`config.mk`:
```
export PLATFORM = sky130hd
export DESIGN_NAME = intel_hex_record_framer_core
export DESIGN_NICKNAME = d
export VERILOG_FILES = /design/src/rtl/ihrf_pkg.sv /design/src/rtl/intel_hex_record_framer_core.sv /design/src/rtl/ihrf_front.sv /design/src/rtl/ihrf_queue.sv /design/src/rtl/ihrf_back.sv
export SDC_FILE = /design/constraint.sdc
export NUM_CORES = 1
export LEC_CHECK = 0
export BUFFER_PORTS_ARGS = -buffer_cell sky130_fd_sc_hd__buf_2
export CORE_MARGIN = 1
export CORE_UTILIZATION = 62
export CTS_BUF_LIST = sky130_fd_sc_hd__clkbuf_4 sky130_fd_sc_hd__clkbuf_8
export CTS_CLUSTER_DIAMETER = 100
export DETAILED_ROUTE_END_ITERATION = 8
export PLACE_DENSITY = 0.91
export SLEW_MARGIN = 15
export SYNTH_ARGS = -nofsm -noshare
export SYNTH_HDL_FRONTEND = slang
export SYNTH_SLANG_ARGS = --single-unit
export TNS_END_PERCENT = 1
```
`constraint.sdc`:
```
create_clock -name clk -period 5.2 [get_ports clk]
set_input_delay 1.04 -clock clk [delete_from_list [all_inputs] [get_ports clk]]
set_output_delay 1.04 -clock clk [all_outputs]
set_load 0.01 [all_outputs]
```
`src/rtl/ihrf_pkg.sv`:
```
// Shared constants and types of the Intel HEX record framer.
`timescale 1ns / 1ps
`default_nettype none
package ihrf_pkg;

	localparam int AddrW          = 16;
	localparam int ByteW          = 8;
	localparam int MaxRecordBytes = 16;
	// bytes in the open record, 0 .. MaxRecordBytes
	localparam int CntW           = $clog2(MaxRecordBytes + 1);
	localparam int IdxW           = (MaxRecordBytes > 1) ? $clog2(MaxRecordBytes) : 1;
	// byte position inside a record, 0 .. MaxRecordBytes + 4
	localparam int PosW           = $clog2(MaxRecordBytes + 5);
	// command queue depth, a power of two
	localparam int QueueDepth     = 2;
	localparam int QPtrW          = (QueueDepth > 1) ? $clog2(QueueDepth) : 1;
	localparam int QFillW         = $clog2(QueueDepth + 1);

	localparam logic [AddrW-1:0] TopAddr     = 16'hFFFF;
	localparam logic [ByteW-1:0] RecTypeData = 8'h00;
	localparam logic [ByteW-1:0] RecTypeEnd  = 8'h01;

	// one classified input beat
	typedef struct packed {
		logic [AddrW-1:0] addr;
		logic [ByteW-1:0] value;
		logic             gap;    // flush the open record before buffering
		logic             close;  // flush the record after buffering
		logic             fin;    // end record follows
	} cmd_t;

endpackage
`default_nettype wire

```
`src/rtl/intel_hex_record_framer_core.sv`:
```
// Top level of the Intel HEX record framer: front end, command queue, back end.
//
// Usage: feed one program byte per slave beat (address and value in s_tdata,
// s_tlast on the last byte of the image). The master side streams the binary
// bytes of the records: count, address high, address low, type, data,
// checksum. m_tuser marks the count byte of every record; m_tlast marks the
// last byte caused by one input beat. A beat that closes no record yields no
// output. A gap in the address, a full record of 16 bytes or address 0xFFFF
// closes the open record; s_tlast flushes it and appends an end record (01).
// Throughput: the front end takes one beat per cycle while the two-entry
// command queue has room. The back end takes each beat from the queue in its
// idle state (it buffers the byte there unless a gap flush must go first),
// emits the record bytes in turn (count + 5 for a data record, 5 for the end
// record), and buffers the byte in a load state after a gap flush. With queue
// and back end idle, the first record byte of an accepted beat goes through
// the queue entry, the back-end state and the output register to m_tvalid.
// The output register is the only pacing point on the master side: while
// m_tready is low the back end holds, the queue fills and s_tready drops.
// Reset clears the open record, the address tracking and both valid flags.
`timescale 1ns / 1ps
`default_nettype none
module intel_hex_record_framer_core (
	input  wire         clk,
	input  wire         arst_n,
	input  wire         s_tvalid,
	output logic        s_tready,
	input  wire  [23:0] s_tdata,   // [15:0] byte_addr, [23:16] byte_value
	input  wire         s_tlast,   // final_byte
	output logic        m_tvalid,
	input  wire         m_tready,
	output logic [7:0]  m_tdata,   // [7:0] out_byte
	output logic        m_tuser,   // [0] record_start
	output logic        m_tlast    // run_last
);

	ihrf_pkg::cmd_t front_cmd;
	ihrf_pkg::cmd_t back_cmd;
	logic           front_valid;
	logic           q_ready;
	logic           q_valid;
	logic           q_pop;

	// classify each beat: flush before, flush after, end of image
	ihrf_front u_front (
		.clk       (clk),
		.arst_n    (arst_n),
		.in_valid  (s_tvalid),
		.in_ready  (s_tready),
		.in_addr   (s_tdata[15:0]),
		.in_value  (s_tdata[23:16]),
		.in_fin    (s_tlast),
		.cmd_valid (front_valid),
		.cmd_ready (q_ready),
		.cmd       (front_cmd)
	);

	// decouple input acceptance from record emission
	ihrf_queue u_queue (
		.clk        (clk),
		.arst_n     (arst_n),
		.push_valid (front_valid),
		.push_ready (q_ready),
		.push_cmd   (front_cmd),
		.pop_valid  (q_valid),
		.pop        (q_pop),
		.pop_cmd    (back_cmd)
	);

	// buffer data and walk out the records
	ihrf_back u_back (
		.clk       (clk),
		.arst_n    (arst_n),
		.cmd_valid (q_valid),
		.cmd_pop   (q_pop),
		.cmd       (back_cmd),
		.out_valid (m_tvalid),
		.out_ready (m_tready),
		.out_byte  (m_tdata),
		.out_start (m_tuser),
		.out_last  (m_tlast)
	);

	// a full queue always offers a command to the back end
	a_full_has_data: assert property (@(posedge clk) disable iff (!arst_n)
		!q_ready |-> q_valid)
		else $error("command queue full but empty");

	// the count byte never ends a run: header bytes always follow it
	a_start_not_last: assert property (@(posedge clk) disable iff (!arst_n)
		(m_tvalid && m_tuser) |-> !m_tlast)
		else $error("record count byte flagged as last");

	// record count never exceeds the record capacity
	a_count_range: assert property (@(posedge clk) disable iff (!arst_n)
		(m_tvalid && m_tuser) |-> (m_tdata <= 8'(ihrf_pkg::MaxRecordBytes)))
		else $error("record count out of range");

endmodule
`default_nettype wire

```
`src/rtl/ihrf_front.sv`:
```
// Front end: accepts input beats and classifies them into back-end commands.
`timescale 1ns / 1ps
`default_nettype none
module ihrf_front (
	input  wire                           clk,
	input  wire                           arst_n,
	input  wire                           in_valid,
	output logic                          in_ready,
	input  wire  [ihrf_pkg::AddrW-1:0]    in_addr,
	input  wire  [ihrf_pkg::ByteW-1:0]    in_value,
	input  wire                           in_fin,
	output logic                          cmd_valid,
	input  wire                           cmd_ready,
	output ihrf_pkg::cmd_t                cmd
);

	logic [ihrf_pkg::AddrW-1:0] prev_addr_q;
	logic [ihrf_pkg::CntW-1:0]  count_q;
	logic [ihrf_pkg::CntW-1:0]  base_cnt;
	logic [ihrf_pkg::CntW-1:0]  new_cnt;
	logic [ihrf_pkg::AddrW:0]   next_addr;
	logic                       gap;
	logic                       close;
	logic                       accept;

	assign in_ready  = cmd_ready;
	assign cmd_valid = in_valid;
	assign accept    = in_valid && cmd_ready;

	// wide compare: previous address plus one never wraps
	assign next_addr = {1'b0, prev_addr_q} + (ihrf_pkg::AddrW + 1)'(1);
	assign gap       = (count_q != '0) && ({1'b0, in_addr} != next_addr);
	assign base_cnt  = gap ? '0 : count_q;
	assign new_cnt   = base_cnt + ihrf_pkg::CntW'(1);
	assign close     = (new_cnt >= ihrf_pkg::CntW'(ihrf_pkg::MaxRecordBytes))
		|| (in_addr == ihrf_pkg::TopAddr) || in_fin;

	always_comb begin
		cmd.addr  = in_addr;
		cmd.value = in_value;
		cmd.gap   = gap;
		cmd.close = close;
		cmd.fin   = in_fin;
	end

	always_ff @(posedge clk or negedge arst_n) begin
		if (!arst_n) begin
			prev_addr_q <= '0;
			count_q     <= '0;
		end else if (accept) begin
			prev_addr_q <= in_addr;
			count_q     <= close ? '0 : new_cnt;
		end
	end

endmodule
`default_nettype wire

```
`src/rtl/ihrf_queue.sv`:
```
// Short command queue between front end and back end.
`timescale 1ns / 1ps
`default_nettype none
module ihrf_queue (
	input  wire             clk,
	input  wire             arst_n,
	input  wire             push_valid,
	output logic            push_ready,
	input  ihrf_pkg::cmd_t  push_cmd,
	output logic            pop_valid,
	input  wire             pop,
	output ihrf_pkg::cmd_t  pop_cmd
);

	ihrf_pkg::cmd_t              mem_q [ihrf_pkg::QueueDepth];
	logic [ihrf_pkg::QPtrW-1:0]  wr_ptr_q;
	logic [ihrf_pkg::QPtrW-1:0]  rd_ptr_q;
	logic [ihrf_pkg::QFillW-1:0] fill_q;
	logic                        do_push;
	logic                        do_pop;

	assign push_ready = (fill_q != ihrf_pkg::QFillW'(ihrf_pkg::QueueDepth));
	assign pop_valid  = (fill_q != '0);
	assign do_push    = push_valid && push_ready;
	assign do_pop     = pop && pop_valid;
	assign pop_cmd    = mem_q[rd_ptr_q];

	always_ff @(posedge clk) begin
		if (do_push) begin
			mem_q[wr_ptr_q] <= push_cmd;
		end
	end

	always_ff @(posedge clk or negedge arst_n) begin
		if (!arst_n) begin
			wr_ptr_q <= '0;
			rd_ptr_q <= '0;
			fill_q   <= '0;
		end else begin
			if (do_push) begin
				wr_ptr_q <= wr_ptr_q + ihrf_pkg::QPtrW'(1);
			end
			if (do_pop) begin
				rd_ptr_q <= rd_ptr_q + ihrf_pkg::QPtrW'(1);
			end
			if (do_push && !do_pop) begin
				fill_q <= fill_q + ihrf_pkg::QFillW'(1);
			end else if (do_pop && !do_push) begin
				fill_q <= fill_q - ihrf_pkg::QFillW'(1);
			end
		end
	end

endmodule
`default_nettype wire

```
`src/rtl/ihrf_back.sv`:
```
// Back end: buffers record data and emits data and end records byte by byte.
`timescale 1ns / 1ps
`default_nettype none
module ihrf_back (
	input  wire                         clk,
	input  wire                         arst_n,
	input  wire                         cmd_valid,
	output logic                        cmd_pop,
	input  ihrf_pkg::cmd_t              cmd,
	output logic                        out_valid,
	input  wire                         out_ready,
	output logic [ihrf_pkg::ByteW-1:0]  out_byte,
	output logic                        out_start,
	output logic                        out_last
);

	typedef enum logic [4:0] {
		ST_IDLE = 5'b00001,
		ST_GAP  = 5'b00010,
		ST_LOAD = 5'b00100,
		ST_REC  = 5'b01000,
		ST_END  = 5'b10000
	} state_t;

	state_t                      state_q;
	ihrf_pkg::cmd_t              cmd_q;
	logic [ihrf_pkg::ByteW-1:0]  buf_q [ihrf_pkg::MaxRecordBytes];
	logic [ihrf_pkg::CntW-1:0]   count_q;
	logic [ihrf_pkg::AddrW-1:0]  start_addr_q;
	logic [ihrf_pkg::ByteW-1:0]  sum_q;
	logic [ihrf_pkg::AddrW-1:0]  end_addr_q;
	logic [ihrf_pkg::PosW-1:0]   pos_q;

	logic                        out_valid_q;
	logic [ihrf_pkg::ByteW-1:0]  out_byte_q;
	logic                        out_start_q;
	logic                        out_last_q;

	logic                        emitting;
	logic                        emit;
	logic                        load_en;
	ihrf_pkg::cmd_t              load_cmd;
	logic [ihrf_pkg::PosW-1:0]   rec_last_pos;
	logic [ihrf_pkg::PosW-1:0]   data_pos;
	logic                        byte_last;
	logic [ihrf_pkg::ByteW-1:0]  cnt8;
	logic [ihrf_pkg::ByteW-1:0]  rec_sum;
	logic [ihrf_pkg::ByteW-1:0]  end_sum;
	logic [ihrf_pkg::ByteW-1:0]  rec_byte;
	logic [ihrf_pkg::ByteW-1:0]  end_byte;
	logic [ihrf_pkg::ByteW-1:0]  emit_byte;
	logic                        emit_last;

	assign out_valid = out_valid_q;
	assign out_byte  = out_byte_q;
	assign out_start = out_start_q;
	assign out_last  = out_last_q;

	assign emitting = (state_q == ST_GAP) || (state_q == ST_REC) || (state_q == ST_END);
	assign emit     = emitting && (!out_valid_q || out_ready);
	assign cmd_pop  = (state_q == ST_IDLE) && cmd_valid;

	// buffer the byte straight from the queue unless a flush must go first
	assign load_en  = (cmd_pop && !cmd.gap) || (state_q == ST_LOAD);
	assign load_cmd = (state_q == ST_LOAD) ? cmd_q : cmd;

	assign cnt8         = ihrf_pkg::ByteW'(count_q);
	assign rec_last_pos = ihrf_pkg::PosW'(count_q) + ihrf_pkg::PosW'(4);
	assign data_pos     = pos_q - ihrf_pkg::PosW'(4);
	assign rec_sum      = sum_q + cnt8 + start_addr_q[15:8] + start_addr_q[7:0];
	assign end_sum      = end_addr_q[15:8] + end_addr_q[7:0] + ihrf_pkg::ByteW'(1);
	assign byte_last    = (state_q == ST_END) ? (pos_q == ihrf_pkg::PosW'(4))
		: (pos_q == rec_last_pos);

	always_comb begin
		priority if (pos_q == ihrf_pkg::PosW'(0)) begin
			rec_byte = cnt8;
		end else if (pos_q == ihrf_pkg::PosW'(1)) begin
			rec_byte = start_addr_q[15:8];
		end else if (pos_q == ihrf_pkg::PosW'(2)) begin
			rec_byte = start_addr_q[7:0];
		end else if (pos_q == ihrf_pkg::PosW'(3)) begin
			rec_byte = ihrf_pkg::RecTypeData;
		end else if (pos_q < rec_last_pos) begin
			rec_byte = buf_q[data_pos[ihrf_pkg::IdxW-1:0]];
		end else begin
			rec_byte = ~rec_sum + ihrf_pkg::ByteW'(1);
		end
	end

	always_comb begin
		priority if (pos_q == ihrf_pkg::PosW'(0)) begin
			end_byte = '0;
		end else if (pos_q == ihrf_pkg::PosW'(1)) begin
			end_byte = end_addr_q[15:8];
		end else if (pos_q == ihrf_pkg::PosW'(2)) begin
			end_byte = end_addr_q[7:0];
		end else if (pos_q == ihrf_pkg::PosW'(3)) begin
			end_byte = ihrf_pkg::RecTypeEnd;
		end else begin
			end_byte = ~end_sum + ihrf_pkg::ByteW'(1);
		end
	end

	always_comb begin
		unique case (state_q)
			ST_GAP: begin
				emit_byte = rec_byte;
				emit_last = byte_last && !cmd_q.close;
			end
			ST_REC: begin
				emit_byte = rec_byte;
				emit_last = byte_last && !cmd_q.fin;
			end
			ST_END: begin
				emit_byte = end_byte;
				emit_last = byte_last;
			end
			default: begin
				emit_byte = '0;
				emit_last = 1'b0;
			end
		endcase
	end

	// payload: record buffer, latched command, output byte
	always_ff @(posedge clk) begin
		if (load_en) begin
			buf_q[count_q[ihrf_pkg::IdxW-1:0]] <= load_cmd.value;
		end
		if (cmd_pop) begin
			cmd_q <= cmd;
		end
		if (emit) begin
			out_byte_q  <= emit_byte;
			out_start_q <= (pos_q == '0);
			out_last_q  <= emit_last;
		end
	end

	always_ff @(posedge clk or negedge arst_n) begin
		if (!arst_n) begin
			state_q      <= ST_IDLE;
			count_q      <= '0;
			start_addr_q <= '0;
			sum_q        <= '0;
			end_addr_q   <= '0;
			pos_q        <= '0;
			out_valid_q  <= 1'b0;
		end else begin
			if (emit) begin
				out_valid_q <= 1'b1;
			end else if (out_ready) begin
				out_valid_q <= 1'b0;
			end

			if (load_en) begin
				count_q <= count_q + ihrf_pkg::CntW'(1);
				if (count_q == '0) begin
					start_addr_q <= load_cmd.addr;
					sum_q        <= load_cmd.value;
				end else begin
					sum_q <= sum_q + load_cmd.value;
				end
			end

			if (emit) begin
				pos_q <= byte_last ? '0 : pos_q + ihrf_pkg::PosW'(1);
				if (byte_last && (state_q != ST_END)) begin
					end_addr_q <= start_addr_q + ihrf_pkg::AddrW'(count_q);
					count_q    <= '0;
					sum_q      <= '0;
				end
			end

			unique case (state_q)
				ST_IDLE: begin
					if (cmd_pop) begin
						if (cmd.gap) begin
							state_q <= ST_GAP;
						end else if (cmd.close) begin
							state_q <= ST_REC;
						end
					end
				end
				ST_GAP: begin
					if (emit && byte_last) begin
						state_q <= ST_LOAD;
					end
				end
				ST_LOAD: begin
					state_q <= cmd_q.close ? ST_REC : ST_IDLE;
				end
				ST_REC: begin
					if (emit && byte_last) begin
						state_q <= cmd_q.fin ? ST_END : ST_IDLE;
					end
				end
				ST_END: begin
					if (emit && byte_last) begin
						state_q <= ST_IDLE;
					end
				end
				default: begin
					state_q <= ST_IDLE;
				end
			endcase
		end
	end

endmodule
`default_nettype wire

```
# --- Word level (Yosys, flattened, before mapping) ---
# Memories as Yosys holds them, arrays and structs flattened.
# Cells that the tools add are included.
totals:
  elab_cells: 138
  mem_bits_rw: 182
  output_inout_bits: 12
  register_bits: 118
  n_memories: 2
classes:
  reduce_logical: 34
  n_addsub: 19
  eq_ne: 19
  bitwise: 2
  magnitude_cmp: 2
  muxes: 40
mem_list:
  columns: ["name", "words", "word_bits", "rd", "rd_clocked_by_memory_dff", "write_ports", "line", "rtl"]
  rows:
  - ["u_back.buf_q", 16, 8, 1, 0, 1, "ihrf_back.sv:27", "logic [ihrf_pkg::ByteW-1:0] buf_q [ihrf_pkg::MaxRecordBytes];"]
  - ["u_queue.mem_q", 2, 27, 1, 0, 1, "ihrf_queue.sv:15", "ihrf_pkg::cmd_t mem_q [ihrf_pkg::QueueDepth];"]
ops:
  columns: ["op", "count"]
  rows:
  - ["8-bit 2-to-1 mux", 13]
  - ["5-bit 2-to-1 mux", 13]
  - ["8-bit adder", 4]
  - ["27-bit 2-to-1 mux", 1]
  - ["5-bit one-hot mux with 5 select lines", 1]
  - ["8-bit by 1-bit adder with 8-bit output, second input constant", 3]
  - ["16-bit by 1-bit adder with 17-bit output, second input constant", 1]
  - ["16-bit by 17-bit inequality test with 1-bit output", 1]
  - ["16-bit by 5-bit adder with 16-bit output", 1]
  - ["16-bit == test, second input constant", 1]
  - ["8-bit NOT", 2]
  - ["8-bit one-hot mux with 2 select lines", 1]
  - ["5-bit by 1-bit adder with 5-bit output, second input constant", 3]
  - ["5-bit by 2-bit == test with 1-bit output, second input constant", 3]
  - ["1-bit logical AND", 12]
  - ["5-bit by 1-bit == test with 1-bit output, second input constant", 2]
  - ["5-bit by 3-bit == test with 1-bit output, second input constant", 2]
  - ["5-bit logical NOT", 2]
  - ["8-bit by 5-bit adder with 8-bit output", 1]
  - ["2-bit inequality test, second input constant", 4]
  - ["1-bit 2-to-1 mux", 7]
  - ["1-bit logical NOT", 6]
  - ["1-bit logical OR", 6]
  - ["2-bit nonzero test", 3]
  - ["20 further kinds", 23]

# --- Depth between registers and ports, before layout ---
depth:
  depth_word: 11
  ltp_mapped: 15

# --- Modules after synthesis ---
# From an unflattened synthesis, not the netlist that was laid out.
unflattened:
  cells_unflattened: 1180
  hier_area_um2: 15452.3
modules_own_cells:
  columns: ["mod", "instances", "area_each_um2", "cells_each", "seq_area_each_um2"]
  rows:
  - ["ihrf_back", 1, 11362.1, 876, 6327.3]
  - ["ihrf_queue", 1, 2242.2, 102, 1721.7]
  - ["ihrf_front", 1, 1848.0, 202, 525.5]

# --- Least setup slack after synthesis ---
# No wires, ideal clock.
synth_path:
  kind: "register -> register"
  from: "register u_back.sum_q[1] in the netlist's numbering"
  to: "register u_back.out_byte_q, in the netlist u_back.out_byte[7] (data pin)"
  path_buffers: 0
  t_arrival_ns: 3.464
  period_less_slack_ns: 3.631
  path_stages_with_launch: 16
  path_slack_ns: 1.569
  t_required_ns: 5.033
  path_cell_list: "dfrtp_1 -> inv_1 -> fa_1 -> inv_1 -> fa_1 -> ha_1 -> fa_1 -> a21o_1 -> a21oi_1 -> xnor2_1 -> nor3_1 -> xnor2_1 -> mux2i_1 -> o21ai_0 -> a21oi_1 -> a211oi_1"
synth_between:
  elab_chain_len: 11
synth_rtl:
  columns: ["item", "line", "rtl"]
  rows:
  - ["start, declared", "ihrf_back.sv:30", "logic [ihrf_pkg::ByteW-1:0] sum_q;"]
  - ["start signal, assigned", "ihrf_back.sv:161", "sum_q <= load_cmd.value;"]
  - ["start signal, assigned", "ihrf_back.sv:163", "sum_q <= sum_q + load_cmd.value;"]
  - ["8-bit by 5-bit adder with 8-bit output", "ihrf_back.sv:70", "assign rec_sum = sum_q + cnt8 + start_addr_q[15:8] + start_addr_q[7:0];"]
  - ["8-bit adder (2 in a row)", "ihrf_back.sv:70", null]
  - ["8-bit NOT", "ihrf_back.sv:87", "rec_byte = ~rec_sum + ihrf_pkg::ByteW'(1);"]
  - ["8-bit by 1-bit adder with 8-bit output", "ihrf_back.sv:87", null]
  - ["8-bit 2-to-1 mux", "ihrf_back.sv:84", "end else if (pos_q < rec_last_pos) begin"]
  - ["8-bit 2-to-1 mux", "ihrf_back.sv:82", "end else if (pos_q == ihrf_pkg::PosW'(3)) begin"]
  - ["8-bit 2-to-1 mux", "ihrf_back.sv:80", "end else if (pos_q == ihrf_pkg::PosW'(2)) begin"]
  - ["8-bit 2-to-1 mux", "ihrf_back.sv:78", "end else if (pos_q == ihrf_pkg::PosW'(1)) begin"]
  - ["8-bit 2-to-1 mux", "ihrf_back.sv:76", "priority if (pos_q == ihrf_pkg::PosW'(0)) begin"]
  - ["8-bit one-hot mux with 2 select lines", "ihrf_back.sv:106", "unique case (state_q)"]
  - ["named net u_back.emit_byte, one bit", "ihrf_back.sv:51", "logic [ihrf_pkg::ByteW-1:0] emit_byte;"]
  - ["end signal, assigned", "ihrf_back.sv:135", "out_byte_q <= emit_byte;"]
  - ["end, declared", "ihrf_back.sv:35", "logic [ihrf_pkg::ByteW-1:0] out_byte_q;"]
# The timed path passes the listed nets, and every way through them passes these cells.
# A chain may end at the register's enable or synchronous reset.

==> reports/results.ini <==
[finish]
antenna_cells = 0
register_area_um2 = 8576
multiInputGateArea_um2 = 5894
fillCellCount = 1466
area_delta_synth_final_pct = 10.15
final_cells = 1547
nets = 1287
drive_above_1_share_pct = 18.00

[floorplan]
die_y_um = 156.9
placementRows = 56
die_area_um2 = 24600
initial_core_util_pct = 63.34
ios = 41
fp.coreArea_um2 = 23470
chipWidth_um = 156.9

[drt]
wire_per_inst_um = 22.08
highest_layer = met4
dr.pass1.iters = 5
ant_nets = 0
drtIter0Drc = 1103
vias = 9894
routed_via_density = 6.396
met2_length_um = 16510
dr_wl_met3_um = 3291
wl_met1_um = 12910
drt-total-wl_um = 34150
drc = 0

[cts]
cts_tree = done
clock-root-buffer = clkbuf_8
post_cts_resized = 0
cts_buffer_depth = 3
post_cts_buffers = 0
clk_pin_slew_ns = 0.07
clock_latency_ns = 0.57
cts_buffers = 46
cts_sinks = 299
cts_max_level = 2
postCtsHoldBufs = 0

[timing]
relSlewSlack_pct = 33.15
drv_slew = 0
max_freq_mhz = 245.0
hold_viol = 0
finalCritPeriodShare_pct = 78.49
fin_crit_ns = 4.081
setup_violations = 0
finClkSkew_ns = 0.02609
rsz0062_at_grt = no
tns_ns = 0
tightest_slew_ns = 1.002

[grt]
grt_usage_pct = 28.98
grt_pass1_wl_um = 53830
antenna_found_initial = 0
grt_max_degree = 47
grt_overflow = 0
grt_pass1_vias = 10005

[flow_run]
drv_cap = 0

[synthesis]
synth.most_common_cell = edfxtp_1
synthDistinctLibCells = 71
synth_top_cell_area_share_pct = 44.03
synth_area_leaders = edfxtp_1, dfrtp_1, mux4_2
syn_area_um2 = 14870
syn-num-nets = 1234
synth-edff-count = 218
avgSynthCellArea_um2 = 13.08
async_flop_share_pct = 27.09
yosysWarnings = 0
ys.flop_type = edfxtp_1
synth_common_cells = edfxtp_1, nand2_1, dfrtp_1
synth-seq-area-share_pct = 57.68
synth_seq_cells = 299
postSynthCellCount = 1137
synth_top_cell_by_area = edfxtp_1

[power]
vdd_drop_max_mv = 0.6449
leakagePower_nw = 6.408
powerDensity_nw_per_um2 = 702.6

[placed_design]
gp_congestion = 0.9044
hpwl_um = 23320
post-place-cells = 1461
io_buffers = 40

[run_status]
status = finished, final reports clean

[setup_path]
worst-setup-path-type = reg -> reg
crit_path_end_kind = flip-flop
crit_fanout = 19
required_ns = 5.68
cp-start-kind = flip-flop
arrival_ns = 4.57

[hold_path]
worstHoldPathType = in -> async

## path summary, 6_finish.rpt
kind,startpoint,endpoint,slack (ns),cells after the start
worst max-delay path,u_back.state_q[4]$_DFFE_PN0P_,u_back.sum_q[7]$_DFF_PN0_,1.12,13
worst min-delay path,arst_n,u_front.prev_addr_q[14]$_DFFE_PN0P_,0.43,1
worst max register to register,u_back.state_q[4]$_DFFE_PN0P_,u_back.sum_q[7]$_DFF_PN0_,1.12,13
worst min register to register,u_back.end_addr_q[8]$_DFFE_PN0P_,u_back.end_addr_q[8]$_DFFE_PN0P_,0.48,2
max in group asynchronous,arst_n,u_back.pos_q[0]$_DFFE_PN0P_,3.75,2
min in group clk,u_back.end_addr_q[8]$_DFFE_PN0P_,u_back.end_addr_q[8]$_DFFE_PN0P_,0.48,2
## critical path, stage by stage (launching register included)
cell      delay [ns]
dfrtp_1         0.44
nor3_1          0.36
nand3b_1        0.37
mux2_2          0.64
ha_1            0.33
a21o_1          0.17
a21oi_1         0.30
o21bai_1        0.12
a21oi_1         0.30
o21ai_0         0.25
mux2_2          0.32
o22ai_1         0.16
a22oi_1         0.10
nor2_1          0.14
## cell families (layout without fill, tap and decap cells)
family / Yosys count / in the layout / synth area share [%]
fa+ha+maj: 68 / 68 / 6.480
flops: 299 / 299 / 57.68
buf+inv: 106 / 197 / 2.735
mux: 105 / 105 / 10.76
compound gates: 189 / 189 / 8.130
xor+xnor: 68 / 68 / 4.099
simple gates: 302 / 302 / 10.12
## layer usage
layer | global-route usage [%] | vias to the layer above
met1 | 38.16 | 4806
met3 | 5.760 | 135
li1 | - | 4340
met2 | 46.92 | 613
met4 | 12.89 | 0
met5 | 0 | -
## cells in the final DEF, fill, tap and decap left out, drive strengths merged, types with 40 or more instances in the layout
master  netlist  final
nor2         53     53
xnor2        43     43
o21ai        70     70
clkbuf       35     72
mux4         40     40
inv          62     63
dfrtp        80     80
nand2       124    124
ha           53     53
edfxtp      218    218
buf           9     49
## layout make-up
class                           instances  share of cell area, %
Sequential cell                       299                  52.37
Multi-Input combinational cell        732                  35.99
Clock buffer                           72                  5.211
Tap cell                              319                  2.437
Timing Repair Buffer                   49                  1.650
Inverter                               62                  1.421
Clock inverter                         14                 0.9169
## metrics by stage
step | hold WS, ns | util (%) | area [um2] | power (mW) | worst slack, ns
2_1_floorplan | 0.4498 | - | 14870 | 7.794 | 1.569
3_3_place_gp | 0.4660 | 65.49 | 15370 | 8.884 | 1.340
3_5_place_dp | 0.4712 | 65.49 | 15370 | 9.198 | 1.062
4_1_cts | 0.4205 | 69.77 | 16380 | 11.40 | 1.203
5_1_grt | 0.4581 | 69.77 | 16380 | 12.10 | 0.8638
6_report | 0.4315 | 69.77 | 16380 | 11.50 | 1.119
## registers in the layout, summed over array words and instances, names as in the netlist
register	count
u_back.buf_q	128
u_back.cmd_q	26
u_back.count_q	5
u_back.end_addr_q	16
u_back.out_byte	8
u_back.out_last	1
u_back.out_start	1
u_back.out_valid	1
u_back.pos_q	5
u_back.start_addr_q	16
u_back.state_q	5
u_back.sum_q	8
u_front.count_q	5
u_front.prev_addr_q	16
u_queue.fill_q	2
u_queue.mem_q	54
u_queue.rd_ptr_q	1
u_queue.wr_ptr_q	1
## where the power goes
group	leakage (nW)	internal, mW	switching (mW)
clock	0.529	1.20	0.915
sequential	3.02	3.32	0.487
combinational	2.86	2.38	3.21
total	6.41	6.89	4.61
Power figures use the tool's default switching activity.
